===== config.mk =====
export PLATFORM = sky130hd
export DESIGN_NAME = txc_queue
export DESIGN_NICKNAME = d
export VERILOG_FILES = /design/src/rtl/core/txc_pkg.sv /design/src/rtl/core/txc_queue.sv
export SDC_FILE = /design/constraint.sdc
export NUM_CORES = 1
export LEC_CHECK = 0
export ABC_AREA = 1
export BUFFER_PORTS_ARGS = -buffer_cell sky130_fd_sc_hd__buf_2
export CORE_AREA = 2 2 69 71
export CTS_CLUSTER_SIZE = 16
export DETAILED_ROUTE_END_ITERATION = 7
export DIE_AREA = 0 0 71 73
export PLACE_DENSITY_LB_ADDON = 0.3
export SLEW_MARGIN = 20
export SYNTH_ARGS = -nofsm -noshare
export SYNTH_HDL_FRONTEND = slang
export SYNTH_SLANG_ARGS = --single-unit

===== constraint.sdc =====
create_clock -name clock -period 4.33 [get_ports clock]
set_input_delay 0.433 -clock clock [delete_from_list [all_inputs] [get_ports clock]]
set_output_delay 0.433 -clock clock [all_outputs]
set_load 0.01 [all_outputs]

===== src/rtl/core/txc_pkg.sv =====
package txc_pkg;

   // Screen geometry.
   localparam int SCREEN_COLUMNS = 80;
   localparam int SCREEN_ROWS    = 25;
   localparam int CELL_COUNT     = SCREEN_COLUMNS * SCREEN_ROWS;
   localparam int CELL_AW        = $clog2(CELL_COUNT);
   localparam int CNT_W          = $clog2(CELL_COUNT + 1);
   localparam int LAST_ROW_BASE  = CELL_COUNT - SCREEN_COLUMNS;

   // Field widths.
   localparam int ROW_W  = 5;
   localparam int COL_W  = 7;
   localparam int OFS_W  = 11;
   localparam int CHAR_W = 8;
   localparam int CELL_W = 16;
   localparam int OP_W   = 2;

   localparam logic [COL_W-1:0] COL_LIMIT = COL_W'(SCREEN_COLUMNS);
   localparam logic [ROW_W-1:0] ROW_LAST  = ROW_W'(SCREEN_ROWS - 1);

   // Character and attribute codes.
   localparam logic [CHAR_W-1:0] BLANK_CHAR   = 8'h20;
   localparam logic [CHAR_W-1:0] CLEAR_ATTR   = 8'h0F;
   localparam logic [CHAR_W-1:0] ATTR_RESET   = 8'h0F;
   localparam logic [CHAR_W-1:0] CHAR_NEWLINE = 8'h0A;
   localparam logic [CHAR_W-1:0] CHAR_RETURN  = 8'h0D;

   // Operation codes on the request port.
   localparam logic [OP_W-1:0] OP_PUT       = 2'd0;
   localparam logic [OP_W-1:0] OP_BACKSPACE = 2'd1;
   localparam logic [OP_W-1:0] OP_CLEAR     = 2'd2;
   localparam logic [OP_W-1:0] OP_READ      = 2'd3;

   // Register port.
   localparam int PADDR_W = 2;
   localparam int PDATA_W = 32;
   localparam logic [PADDR_W-1:0] REG_TEXT_ATTR = 2'd0;

   // Command queue between the front and the back.
   localparam int QUEUE_DEPTH = 2;
   localparam int QPTR_W      = $clog2(QUEUE_DEPTH);
   localparam int QCNT_W      = $clog2(QUEUE_DEPTH + 1);

   typedef enum logic [2:0] {
      CMD_PUT,
      CMD_NEWLINE,
      CMD_RETURN,
      CMD_BACKSPACE,
      CMD_CLEAR,
      CMD_READ
   } cmd_kind_type;

   typedef struct packed {
      cmd_kind_type             kind;
      logic [CHAR_W-1:0]        ch;
      logic                     rd_valid;
      logic [CELL_AW-1:0]       rd_addr;
   } cmd_type;

   // Linear cell offset of a row and column.
   function automatic logic [CNT_W-1:0] calc_offset(input logic [ROW_W-1:0] row,
                                                    input logic [COL_W-1:0] col);
      return CNT_W'(row) * CNT_W'(SCREEN_COLUMNS) + CNT_W'(col);
   endfunction

endpackage


===== src/rtl/core/txc_queue.sv =====
module txc_queue (
   input  logic             clock,
   input  logic             reset,
   input  logic             push,
   input  txc_pkg::cmd_type push_cmd,
   input  logic             pop,
   output txc_pkg::cmd_type head,
   output logic             empty,
   output logic             full
);
   import txc_pkg::*;

   cmd_type             entry_ff [QUEUE_DEPTH];
   logic [QPTR_W-1:0]   wr_ptr_ff, wr_ptr_in;
   logic [QPTR_W-1:0]   rd_ptr_ff, rd_ptr_in;
   logic [QCNT_W-1:0]   count_ff, count_in;
   logic                do_push, do_pop;

   assign empty   = (count_ff == '0);
   assign full    = (count_ff == QCNT_W'(QUEUE_DEPTH));
   assign do_push = push & ~full;
   assign do_pop  = pop & ~empty;
   assign head    = entry_ff[rd_ptr_ff];

   always_comb begin
      wr_ptr_in = wr_ptr_ff;
      rd_ptr_in = rd_ptr_ff;
      count_in  = count_ff;
      if (do_push) begin
         wr_ptr_in = (wr_ptr_ff == QPTR_W'(QUEUE_DEPTH - 1)) ? '0 : wr_ptr_ff + 1'b1;
      end
      if (do_pop) begin
         rd_ptr_in = (rd_ptr_ff == QPTR_W'(QUEUE_DEPTH - 1)) ? '0 : rd_ptr_ff + 1'b1;
      end
      if (do_push && !do_pop) begin
         count_in = count_ff + 1'b1;
      end else if (do_pop && !do_push) begin
         count_in = count_ff - 1'b1;
      end
   end

   always_ff @(posedge clock) begin
      if (reset) begin
         wr_ptr_ff <= '0;
         rd_ptr_ff <= '0;
         count_ff  <= '0;
      end else begin
         wr_ptr_ff <= wr_ptr_in;
         rd_ptr_ff <= rd_ptr_in;
         count_ff  <= count_in;
      end
   end

   always_ff @(posedge clock) begin
      if (do_push) begin
         entry_ff[wr_ptr_ff] <= push_cmd;
      end
   end

endmodule


# Yosys cells after proc, flatten, opt, wreduce, memory -nomap -nowiden
# Memory sizes are Yosys's and may differ from the RTL's. A register that Yosys moved wholly into a read port is not among the register bits.
# Index checks and enable logic that the tools add are counted.
totals:
  reg_bits: 4
  ram_bits: 46
  inputBits: 27
  output_inout_bits: 25
  wordCells: 27
  n_memories: 1
memory_table:
  columns: ["name", "words", "word_bits", "rd", "rd_ports_with_merged_regs", "write_ports", "line", "text"]
  rows:
  - ["entry_ff", 2, 23, 1, 1, 1, "txc_queue.sv:13", "cmd_type entry_ff [QUEUE_DEPTH];"]
classes:
  addsub: 4
  eq_ne: 1
  muxes: 8
  bitwise_logic: 4
  reduce_logical: 6
op_table:
  columns: ["operator", "n"]
  rows:
  - ["1-bit 2-to-1 mux", 6]
  - ["2-bit 2-to-1 mux", 2]
  - ["1-bit adder (second input constant)", 2]
  - ["2-bit by 1-bit adder with 2-bit output (second input constant)", 1]
  - ["1-bit bitwise AND", 2]
  - ["2-bit == test (second input constant)", 1]
  - ["1-bit logical AND", 2]
  - ["1-bit logical NOT", 2]
  - ["2-bit logical NOT", 1]
  - ["1-bit inverter", 2]
  - ["2-bit nonzero test", 1]
  - ["2-bit by 1-bit subtractor with 2-bit output (second input constant)", 1]

# Depth between registers and ports, before layout
logic_depth:
  depth_word: 7
  mapped_depth: 10
  depth_no_buf: 10

# Worst setup path before layout
# No wires, ideal clock.
synth_path:
  path_type: "reg2reg"
  startpoint: "reg count_ff[0]"
  endpoint: "mem entry_ff[1][0] (netlist name), enable pin"
  setup_ns: 0.403
  arrival_time_ns: 1.521
  t_required_ns: 3.927
  setup_slack_ns: 2.406
  path_stages_with_launch: 3
  n_path_buf: 0
  period_less_slack_ns: 1.924
  path_cell_list: "dfxtp_1 o21ai_2 nor2_1"
synth_between:
  elab_chain_cells: 5
synth_lines:
  columns: ["element", "line", "text"]
  rows:
  - ["from (decl)", "txc_queue.sv:16", "logic [QCNT_W-1:0] count_ff, count_in;"]
  - ["from (signal assigned)", "txc_queue.sv:50", "count_ff <= count_in;"]
  - ["2-bit == test", "txc_queue.sv:20", "assign full = (count_ff == QCNT_W'(QUEUE_DEPTH));"]
  - ["1-bit inverter", "txc_queue.sv:21", "assign do_push = push & ~full;"]
  - ["1-bit bitwise AND", "txc_queue.sv:21", null]
  - ["1-bit 2-to-1 mux", "txc_queue.sv:55", "if (do_push) begin"]
  - ["1-bit 2-to-1 mux (implied by the code)", "txc_queue.sv:56", "entry_ff[wr_ptr_ff] <= push_cmd;"]
  - ["to (decl)", "txc_queue.sv:13", null]
# Every way passes these cells.

==> impl_metrics.tcl <==
set metrics [dict create \
    status "completed" \
    synth_top_family_by_area "multiplexers" \
    cts_resized 0 \
    antenna_found_initial 0 \
    drt_iter0_markers 47 \
    cp.arrival_ns 1.85 \
    cap_violations 0 \
    avgSynthCellArea_sq_um 17.7 \
    final_antenna_net_count 0 \
    crit_path_start_kind "flip-flop" \
    cts_sinks 51 \
    relSlewSlack_pct 33.3 \
    place_area_sq_mm 0.00223 \
    syn-instance-count 108 \
    timing_hold_violations_final 0 \
    final_common_cell "buf_2" \
    coreArea_sq_mm 0.00454 \
    synth_xor_area_share_pct 0 \
    first_pass_iters 4 \
    ys_ff_latch 51 \
    die_h_um 73 \
    endpoint_kind "output port" \
    powerDensity_mw_per_mm2 545 \
    cts_root_buffer "clkbuf_8" \
    netlist_area_sq_mm 0.00192 \
    overflow 0 \
    grt_pass1_vias 1122 \
    rsz0062_at_grt "false" \
    grt_first_pass_wirelength_um 4820 \
    hold_path.class "input port to flip-flop" \
    layout-drive-gt1-share_pct 52.7 \
    yosysTopAreaCell "edfxtp_1" \
    start_util_pct 42.2 \
    antenna_cells 0 \
    worstMarginPinSlew_ns 0.999 \
    ys_seq_area_share_pct 77.3 \
    cp_data_required_time_ns 3.90 \
    synth-compound-area-share_pct 1.96 \
    crit_fanout 23 \
    postCtsHoldBufs 0 \
    crit_type "flip-flop to output port" \
    synth_warnings 0 \
    p_leak_nw 0.895 \
    ir_drop_v 0.000314 \
    post-route-drc-count 0 \
    layout_common_cells "buf_2 (51), edfxtp_1 (46), mux2_2 (23)" \
    cts.reportedPaths.clkPinSlew_ns 0.08 \
    routabilityCongestion 0.694 \
    netlist.area_leader.share_pct 72.1 \
    cts_buffers 5 \
    port_buffers 51 \
    track_usage_pct 12.6 \
    crit_chain "mux2_2 > buf_2" \
    finalSetupViolCount 0 \
    wl_per_cell_um 14.6 \
    setup_tns_ns 0 \
    rows 25 \
    clk_latency_ns 0.29 \
    postCtsSetupRepairBufs 0 \
    slew_viol_final 0 \
    synth_cell_types 16 \
    grt_max_degree 24 \
    period_needed_ns 2.28 \
    wl_um 3200 \
    die_width_um 71 \
    min_period_over_period_pct 52.7 \
    layout.nets 192 \
    cts_tree "done" \
    syn_nets 136 \
    clock_path_buffers 2 \
    synth-simple-area-share_pct 3.59 \
    avgViaCountPerCell 4.80 \
    crit_slowest_cell "dfxtp_1" \
    synthAdderAreaFrac_pct 0.653 \
    htreeDepth 2 \
    finClkSkew_ns 0.00469 \
    die_area_sq_mm 0.00518 \
    ios 52 \
    ys_top_cells_by_area "edfxtp_1 (72%), mux2_2 (14%), dfxtp_1 (5.2%)" \
    dr_total_vias 1052 \
    design_area_sq_mm 0.00233 \
    fmax_mhz 438 \
    synthMuxAreaShare_pct 13.5 \
    syn_to_final_growth_pct 21.7 \
    dp_hpwl_um 2200 \
    cpPeakStageDelay_ns 0.99 \
]
## cell type report
cell class,instances,area (sq um)
Clock buffer,8,100
Fill cell,389,2200
Inverter,9,33.8
Multi-Input combinational cell,46,393
Sequential cell,51,1480
Tap cell,54,67.6
Timing Repair Buffer,51,255
## cells by family after synthesis
| kind of cell | count (synthesis) |
|---|---|
| buffers and inverters | 11 |
| muxes | 23 |
| and+or+nand+nor | 16 |
| adders and majority gates | 1 |
| AOI/OAI and AO/OA | 6 |
| DFF | 51 |
## flip-flops by register name, indices dropped and copies added, names as in the netlist, named ones only
signal     cells
wr_ptr_ff      1
count_ff       2
entry_ff      46
rd_ptr_ff      1
## per-stage QoR
| stage | total power [mW] | hold slack (ns) | util (%) | cells | setup slack (ns) |
|---|---|---|---|---|---|
| global route | 1.34 | 0.309 | 51.4 | 219 | 1.89 |
| detailed placement | 1.01 | 0.541 | 49.2 | 211 | 2.33 |
| CTS | 1.29 | 0.313 | 51.4 | 219 | 1.99 |
| floorplan | 0.886 | 0.475 | - | 108 | 2.41 |
| global placement | 0.983 | 0.498 | 49.0 | 211 | 2.35 |
| finish | 1.27 | 0.328 | 51.4 | 219 | 2.05 |
## critical path: cells and delay by family (launching register included)
| kind | cells | cell delay (ns) |
|---|---|---|
| mux | 1 | 0.43 |
| buf+inv | 1 | 0.14 |
| flops | 1 | 0.99 |
## routing by layer
layer / wire length [um] / up-vias / global-route usage (%)
met5: 0 / - / 0
met1: 1330 / 513 / 13.4
li1: - / 506 / -
met3: 184 / 2 / 4.97
met4: 20 / 0 / 5.03
met2: 1660 / 31 / 22.4
## synth_stat cells
cell,number
and2_1,1
a21oi_1,1
o21ai_0,3
nand3_1,1
nor2_1,9
o21ai_2,2
dfxtp_1,5
edfxtp_1,46
inv_2,1
buf_6,2
nand4_1,1
inv_1,8
nand2_2,1
ha_1,1
mux2_2,23
nand2_1,3
## final timing paths
path                     from             end  cells after the start  slack [ns]
setup / recovery    flip-flop        head[19]                      2        2.05
hold / removal    push_cmd[5]  entry_ff[0][5]                      1        0.33
setup reg to reg  count_ff[1]     count_ff[1]                      9        2.70
hold reg to reg     wr_ptr_ff       wr_ptr_ff                      2        0.56
## where the power goes
group	total, mW	internal [mW]	switching, mW
Sequential	0.674	0.624	0.0506
Clock	0.283	0.146	0.137
Combinational	0.313	0.148	0.166
Total	1.27	0.917	0.354
(Power assumes the default switching activity.)
