**src/rtl/core/txc_pkg.sv**
```systemverilog
package txc_pkg;

   // Screen geometry.
   localparam int SCREEN_COLUMNS = 80;
   localparam int SCREEN_ROWS    = 25;
   localparam int CELL_COUNT     = SCREEN_COLUMNS * SCREEN_ROWS;
   localparam int CELL_AW        = $clog2(CELL_COUNT);
   localparam int CNT_W          = $clog2(CELL_COUNT + 1);
   localparam int LAST_ROW_BASE  = CELL_COUNT - SCREEN_COLUMNS;

   // Field widths.
   localparam int ROW_W  = 5;
   localparam int COL_W  = 7;
   localparam int OFS_W  = 11;
   localparam int CHAR_W = 8;
   localparam int CELL_W = 16;
   localparam int OP_W   = 2;

   localparam logic [COL_W-1:0] COL_LIMIT = COL_W'(SCREEN_COLUMNS);
   localparam logic [ROW_W-1:0] ROW_LAST  = ROW_W'(SCREEN_ROWS - 1);

   // Character and attribute codes.
   localparam logic [CHAR_W-1:0] BLANK_CHAR   = 8'h20;
   localparam logic [CHAR_W-1:0] CLEAR_ATTR   = 8'h0F;
   localparam logic [CHAR_W-1:0] ATTR_RESET   = 8'h0F;
   localparam logic [CHAR_W-1:0] CHAR_NEWLINE = 8'h0A;
   localparam logic [CHAR_W-1:0] CHAR_RETURN  = 8'h0D;

   // Operation codes on the request port.
   localparam logic [OP_W-1:0] OP_PUT       = 2'd0;
   localparam logic [OP_W-1:0] OP_BACKSPACE = 2'd1;
   localparam logic [OP_W-1:0] OP_CLEAR     = 2'd2;
   localparam logic [OP_W-1:0] OP_READ      = 2'd3;

   // Register port.
   localparam int PADDR_W = 2;
   localparam int PDATA_W = 32;
   localparam logic [PADDR_W-1:0] REG_TEXT_ATTR = 2'd0;

   // Command queue between the front and the back.
   localparam int QUEUE_DEPTH = 2;
   localparam int QPTR_W      = $clog2(QUEUE_DEPTH);
   localparam int QCNT_W      = $clog2(QUEUE_DEPTH + 1);

   typedef enum logic [2:0] {
      CMD_PUT,
      CMD_NEWLINE,
      CMD_RETURN,
      CMD_BACKSPACE,
      CMD_CLEAR,
      CMD_READ
   } cmd_kind_type;

   typedef struct packed {
      cmd_kind_type             kind;
      logic [CHAR_W-1:0]        ch;
      logic                     rd_valid;
      logic [CELL_AW-1:0]       rd_addr;
   } cmd_type;

   // Linear cell offset of a row and column.
   function automatic logic [CNT_W-1:0] calc_offset(input logic [ROW_W-1:0] row,
                                                    input logic [COL_W-1:0] col);
      return CNT_W'(row) * CNT_W'(SCREEN_COLUMNS) + CNT_W'(col);
   endfunction

endpackage

```
**src/rtl/core/txc_front.sv**
```systemverilog
module txc_front (
   input  logic                         start,
   input  logic [txc_pkg::OP_W-1:0]     req_operation,
   input  logic [txc_pkg::CHAR_W-1:0]   req_char_code,
   input  logic [txc_pkg::ROW_W-1:0]    req_read_row,
   input  logic [txc_pkg::COL_W-1:0]    req_read_col,
   input  logic                         q_full,
   input  logic                         init_busy,
   output logic                         busy,
   output logic                         push,
   output txc_pkg::cmd_type             cmd
);
   import txc_pkg::*;

   logic [CNT_W-1:0] rd_ofs;

   assign busy   = q_full | init_busy;
   assign push   = start & ~busy;
   assign rd_ofs = calc_offset(req_read_row, req_read_col);

   // Split put into its three flavors so the back sees one command per action.
   always_comb begin
      cmd.ch       = req_char_code;
      cmd.rd_valid = (CNT_W'(req_read_row) < CNT_W'(SCREEN_ROWS)) &&
                     (CNT_W'(req_read_col) < CNT_W'(SCREEN_COLUMNS));
      cmd.rd_addr  = rd_ofs[CELL_AW-1:0];
      case (req_operation)
         OP_PUT: begin
            if (req_char_code == CHAR_NEWLINE) begin
               cmd.kind = CMD_NEWLINE;
            end else if (req_char_code == CHAR_RETURN) begin
               cmd.kind = CMD_RETURN;
            end else begin
               cmd.kind = CMD_PUT;
            end
         end
         OP_BACKSPACE: cmd.kind = CMD_BACKSPACE;
         OP_CLEAR:     cmd.kind = CMD_CLEAR;
         OP_READ:      cmd.kind = CMD_READ;
         default:      cmd.kind = CMD_READ;
      endcase
   end

endmodule

```
**config.mk**
```make
export PLATFORM = sky130hd
export DESIGN_NAME = txc_front
export DESIGN_NICKNAME = d
export VERILOG_FILES = /design/src/rtl/core/txc_pkg.sv /design/src/rtl/core/txc_front.sv
export SDC_FILE = /design/constraint.sdc
export NUM_CORES = 1
export LEC_CHECK = 0
export ABC_AREA = 1
export BUFFER_PORTS_ARGS = -buffer_cell sky130_fd_sc_hd__buf_2
export CAP_MARGIN = 10
export CORE_UTILIZATION = 35
export DETAILED_ROUTE_END_ITERATION = 8
export PLACE_DENSITY_LB_ADDON = 0.25
export SYNTH_ARGS = -nofsm -noshare
export SYNTH_HDL_FRONTEND = slang
export SYNTH_SLANG_ARGS = --single-unit
```
**constraint.sdc**
```tcl
create_clock -name vclk -period 1.5
set_clock_uncertainty 0.15 [all_clocks]
set_input_delay 0.075 -clock vclk [all_inputs]
set_output_delay 0.075 -clock vclk [all_outputs]
set_load 0.01 [all_outputs]
```
; Word-level counts from Yosys, hierarchy flattened
; Cells that the tools add are included.
[word_totals]
wordCells = 17
register_bits = 0
in_bits = 25
[op_classes]
eq_ne = 5
reduce_logical = 2
bitwise_logic = 3
muxes = 3
n_addsub = 1
n_lt_le_gt_ge = 2
multipliers = 1
[op_table]
columns = cell, count
row1 = "equality test 8 x 4 -> 1 bit, second input constant", 2
row2 = one-hot mux 3 bit (4 select lines), 1
row3 = adder 11 x 7 -> 11 bit, 1
row4 = "less-than comparator 7 bit, second input constant", 1
row5 = "multiplier 5 x 3 -> 7 bit, second input constant", 1
row6 = "less-than comparator 5 bit, second input constant", 1
row7 = "equality test 2 bit, second input constant", 2
row8 = two-way mux 2 bit, 2
row9 = "equality test 2 x 1 -> 1 bit, second input constant", 1
row10 = logical NOT 2 bit, 1
row11 = bitwise AND 1 bit, 1
row12 = logical AND 1 bit, 1
row13 = NOT 1 bit, 1
row14 = OR 1 bit, 1

; Logic depth before layout (Yosys ltp)
; Gate-level depths: netlist of run 1.
[logic_depth]
word_depth = 4
ltp_mapped = 9

; Worst setup path before layout of run 1
; No wires, ideal clock.
[synth_path]
kind = in2out
startpoint = input req_read_row[1] in the netlist's numbering
endpoint = output cmd[10] in the netlist's numbering
t_arrival_ns = 1.523
path_buffers = 0
path_stages = 9
slack_ns = -0.248
cell_sequence = ha_1 -> ha_1 -> fa_1 -> nand2_1 -> inv_1 -> nand3_1 -> nor2_1 -> nand3_1 -> nand2_1
[synth_lines]
columns = element, line_no
row1 = start: declaration, txc_front.sv:5  ; input logic [txc_pkg::ROW_W-1:0] req_read_row,
row2 = end: declaration, txc_front.sv:11  ; output txc_pkg::cmd_type cmd

==> impl_metrics.tcl, run 1 <==
set metrics [dict create \
    power_frac_comb 1.000 \
    synth.net_count 120 \
    vias 645 \
    min_path_type "input pin to output pin" \
    grt_pass1_wl_um 1870 \
    layout_common_cells "buf_2, nand2_1, inv_1" \
    flops_and_latches 0 \
    grt_max_degree 7 \
    violations "negative setup slack" \
    critical_path_arrival_ns 1.63 \
    grt_pass1_vias 502 \
    area_growth_pct 63.1 \
    clock_power_share 0 \
    wirelength_um 1280 \
    dp_slack_ns -0.405 \
    synthCells 84 \
    fp.dieW_um 40.8 \
    coreArea_mm2 0.00135 \
    p_per_area_mw_per_mm2 436 \
    rsz0062_at_grt "true" \
    place_congestion 0.737 \
    post_synth_num_cell_types 18 \
    die-area_mm2 0.00166 \
    required_ns 1.27 \
    vias_per_cell 4.71 \
    tightest_slew_ns 0.182 \
    drc 0 \
    status "complete, but fails checks" \
    pwr-share-seq 0 \
    initial_core_util 0.389 \
    critPathKind "input pin to output pin" \
    layout_commonest_cell "buf_2" \
    ctsHoldBuffers 0 \
    synth.avg_cell_area_um2 6.26 \
    p_sw_frac 0.481 \
    track_usage 0.156 \
    finalCriticalPeriod_ns 1.86 \
    total_power_uw 374 \
    port_buffers 42 \
    relSlewSlack 0.878 \
    fin_nets 160 \
    clock_buffer_count 0 \
    hold_viol 0 \
    peakVddDrop_v 0.000290 \
    grt_overflow_total 0 \
    start_kind "input pin" \
    drt_iter0_drc 1 \
    p_int_uw 194 \
    rows 13 \
    p_sw_uw 180 \
    ios 50 \
    firstDrtPassIters 2 \
    fmax_mhz 539 \
    yosys_warnings 0 \
    fin_ws_ns -0.356 \
    fp.dieH_um 40.8 \
    wire_per_inst_um 9.34 \
    fin_crit_sh 1.24 \
    slew_viol_final 0 \
    antenna_found_initial 0 \
    leakage_nw 0.478 \
    seq_area_frac_synth 0 \
    synth.cell_area_um2 526 \
    setup_tns_ns -0.932 \
    layout-drive-gt1-share 0.541 \
    diodes 0 \
    maxCapViolations 0 \
    hpwlAfterDp_um 1190 \
    finalSetupViolCount 3 \
    register_area_um2 0 \
    end_kind "output pin" \
    postRouteAntennaNets 0 \
    n_fill_cell 128 \
    cp_max_fo 3 \
]
-- worst max-delay path, stage by stage --
cell and delay, ns:
buf_8 0.10, ha_4 0.23, ha_4 0.16, fa_1 0.54, nand2_2 0.07, inv_2 0.07, nand3_2 0.05, nor2_1 0.08
nand3_1 0.08, nand2_2 0.07, buf_6 0.09
-- power groups by stage --
stage / Sequential (mW) / Clock, mW / Combinational (mW)
finish: 0 / 0 / 0.374
floorplan: 0 / 0 / 0.208
global placement: 0 / 0 / 0.325
CTS: 0 / 0 / 0.359
detailed placement: 0 / 0 / 0.331
global route: 0 / 0 / 0.420
-- Yosys cell counts --
cell	count	area (um2)
nand2_1	21	78.8
buf_4	12	90.1
or2_2	1	6.26
o21ai_0	1	5.00
nand3_1	10	50.1
xor2_1	2	17.5
clkbuf_1	1	3.75
a21oi_1	2	10.0
xnor2_1	1	8.76
nand3_2	1	10.0
inv_1	10	37.5
o21a_1	1	7.51
nor2_1	6	22.5
nor3b_1	1	7.51
ha_1	9	113
nor3_1	1	5.00
fa_1	2	40.0
nand4_1	2	12.5
-- logic make-up (layout without fill, tap and decap cells) --
kind of cell | Yosys count | in the layout | share of synthesized area
adder cells (fa/ha/maj) | 11 | 11 | 0.290
XOR/XNOR | 3 | 3 | 0.0500
buffers and inverters | 23 | 61 | 0.250
AO/OA/AOI/OAI | 4 | 4 | 0.0429
AND/OR/NAND/NOR | 43 | 43 | 0.367
-- final timing paths --
check / cells after the start / end / slack, ns / start
hold / removal: 0 / cmd[1] / 0.000004 / req_read_col[1]
setup / recovery: 11 / cmd[10] / -0.36 / req_read_row[3]
-- repair_timing --
action,CTS,global route
gates resized for setup,10,7
setup endpoints to repair,5,5
pin swaps,8,8
buffers inserted,0,1
hold endpoints to repair,0,0
-- metal layers --
| metal | GRT usage | vias up | wire, um |
|---|---|---|---|
| met5 | 0 | - | 0 |
| met2 | 0.317 | 28 | 626 |
| met1 | 0.177 | 276 | 526 |
| met4 | 0.0250 | 0 | 4 |
| li1 | - | 339 | - |
| met3 | 0.00543 | 2 | 122 |
-- cell type report --
class | instances | area (um2) | area share
repair buffers | 51 | 317 | 0.369
multi-input cells | 61 | 484 | 0.565
inverters | 10 | 37.5 | 0.0438
well taps | 15 | 18.8 | 0.0219
-- per-stage QoR --
step                utilization  area (um2)  cells  hold WS [ns]
floorplan                     -         561     84        0.0441
global placement          0.565         763    137     0.0000749
detailed placement        0.565         763    137     0.0000749
CTS                       0.608         821    137     0.0000749
global route              0.635         857    137     0.0000262
finish                    0.635         857    137    0.00000446
Power figures use the tool's default switching activity.
==> run 2, diff against run 1 <==
--- a/config.mk
+++ b/config.mk
@@ -6,7 +6,7 @@
 export NUM_CORES = 1
 export LEC_CHECK = 0
 export ABC_AREA = 1
-export BUFFER_PORTS_ARGS = -buffer_cell sky130_fd_sc_hd__buf_2
+export BUFFER_PORTS_ARGS = -buffer_cell sky130_fd_sc_hd__buf_4
 export CAP_MARGIN = 10
 export CORE_UTILIZATION = 35
 export DETAILED_ROUTE_END_ITERATION = 8
==> impl_metrics.tcl, run 2 (synthesis results as in run 1) <==
set metrics [dict create \
    grt_pass1_wl_um 2300 \
    postRouteAntennaNets 0 \
    slew_viol_final 0 \
    fin_cells 141 \
    track_usage 0.198 \
    hpwlAfterDp_um 1290 \
    critPathKind "input pin to output pin" \
    initial_core_util 0.389 \
    min_path_type "input pin to output pin" \
    leakage_nw 0.534 \
    wirelength_um 1610 \
    coreArea_mm2 0.00135 \
    firstDrtPassIters 4 \
    place_congestion 0.744 \
    fp.dieW_um 40.8 \
    cp_num_buf_inv 5 \
    ios 50 \
    wire_per_inst_um 11.4 \
    area_growth_pct 96.0 \
    drc 0 \
    fp.dieH_um 40.8 \
    slowest_stage "fa_2" \
    flops_and_latches 0 \
    grt_overflow_total 0 \
    finalSetupViolCount 3 \
    crit_path_cell_trace "buf_6 -> ha_4 -> ha_4 -> fa_2 -> buf_4 -> buf_6 -> buf_4 -> xnor2_2 -> buf_4" \
    grt_pass1_vias 589 \
    layout-drive-gt1-share 0.611 \
    peakVddDrop_v 0.000311 \
    violations "negative setup slack" \
    relSlewSlack 0.871 \
    start_kind "input pin" \
    fmax_mhz 529 \
    vias 693 \
    finalCriticalPeriod_ns 1.89 \
    drt_iter0_drc 9 \
    cp_max_fo 2 \
    clock_buffer_count 0 \
    ctsHoldBuffers 0 \
    rows 13 \
    crit_family "adder cells" \
    required_ns 1.27 \
    layout_commonest_cell "buf_4" \
    total_power_uw 494 \
    rsz0062_at_grt "true" \
    crit_top_cell "buf_4" \
    fin_ws_ns -0.391 \
    tightest_slew_ns 0.194 \
    end_kind "output pin" \
    status "complete, but fails checks" \
    vias_per_cell 4.91 \
    critical_path_arrival_ns 1.67 \
    maxCapViolations 0 \
    place_inst 138 \
    layout_common_cells "buf_4, nand2_1, inv_1" \
    p_per_area_mw_per_mm2 480 \
    grt_max_degree 7 \
    antenna_found_initial 0 \
    die-area_mm2 0.00166 \
    hold_viol 0 \
    cpPeakStageDelay_ns 0.45 \
    port_buffers 42 \
    diodes 0 \
    register_area_um2 0 \
    dp_slack_ns -0.388 \
    fin_nets 164 \
    fin_crit_sh 1.26 \
]
run 2: cell types whose count changed in the layout (fill, tap and decap cells not counted), moves of 2 or more:
cell / before / now
buf_4: 8 / 47
buf_2: 37 / 0
buf_6: 5 / 7
nand2_1: 19 / 17
nand2_2: 2 / 4
nand3_1: 8 / 6
nand3_4: 0 / 2
run 2: area by class of cell:
cell class / instances / area, um2
inverters: 10 / 37.5
fillers: 99 / 320
well taps: 15 / 18.8
multi-input cells: 61 / 527
repair buffers: 55 / 447
run 2: where the power goes:
group / total, mW / internal [mW] / leakage [nW] / switching [mW]
clock network: 0 / 0 / 0 / 0
registers: 0 / 0 / 0 / 0
logic: 0.494 / 0.280 / 0.534 / 0.215
run 2: path summary, 6_finish.rpt:
path | from | to | slack, ns | cells after the start
worst max-delay path | req_read_row[1] | cmd[8] | -0.39 | 9
worst min-delay path | req_read_col[1] | cmd[1] | 0.000004 | 0
run 2: stage by stage:
| step | util | TNS [ns] | instance area, um2 | hold WS [ns] |
|---|---|---|---|---|
| 3_3_place_gp | 0.649 | -1.04 | 876 | 0.0000749 |
| 3_5_place_dp | 0.649 | -1.13 | 876 | 0.0000749 |
| 5_1_grt | 0.763 | -1.28 | 1030 | 0.0000262 |
| 2_1_floorplan | - | -0.185 | 561 | 0.0441 |
| 6_report | 0.763 | -1.13 | 1030 | 0.00000448 |
| 4_1_cts | 0.706 | -0.918 | 953 | 0.0000749 |
run 2: layer usage:
layer	share of wire	GRT usage	vias to the layer above
li1	-	-	348
met1	0.38	0.207	308
met2	0.52	0.421	35
met3	0.092	0.0163	2
met4	0.0025	0.0250	0
met5	0	0	-
run 2: repair_timing:
action / CTS / global route
gates resized for setup: 14 / 12
setup endpoints to repair: 5 / 5
buffers inserted: 1 / 2
pin swaps: 11 / 6
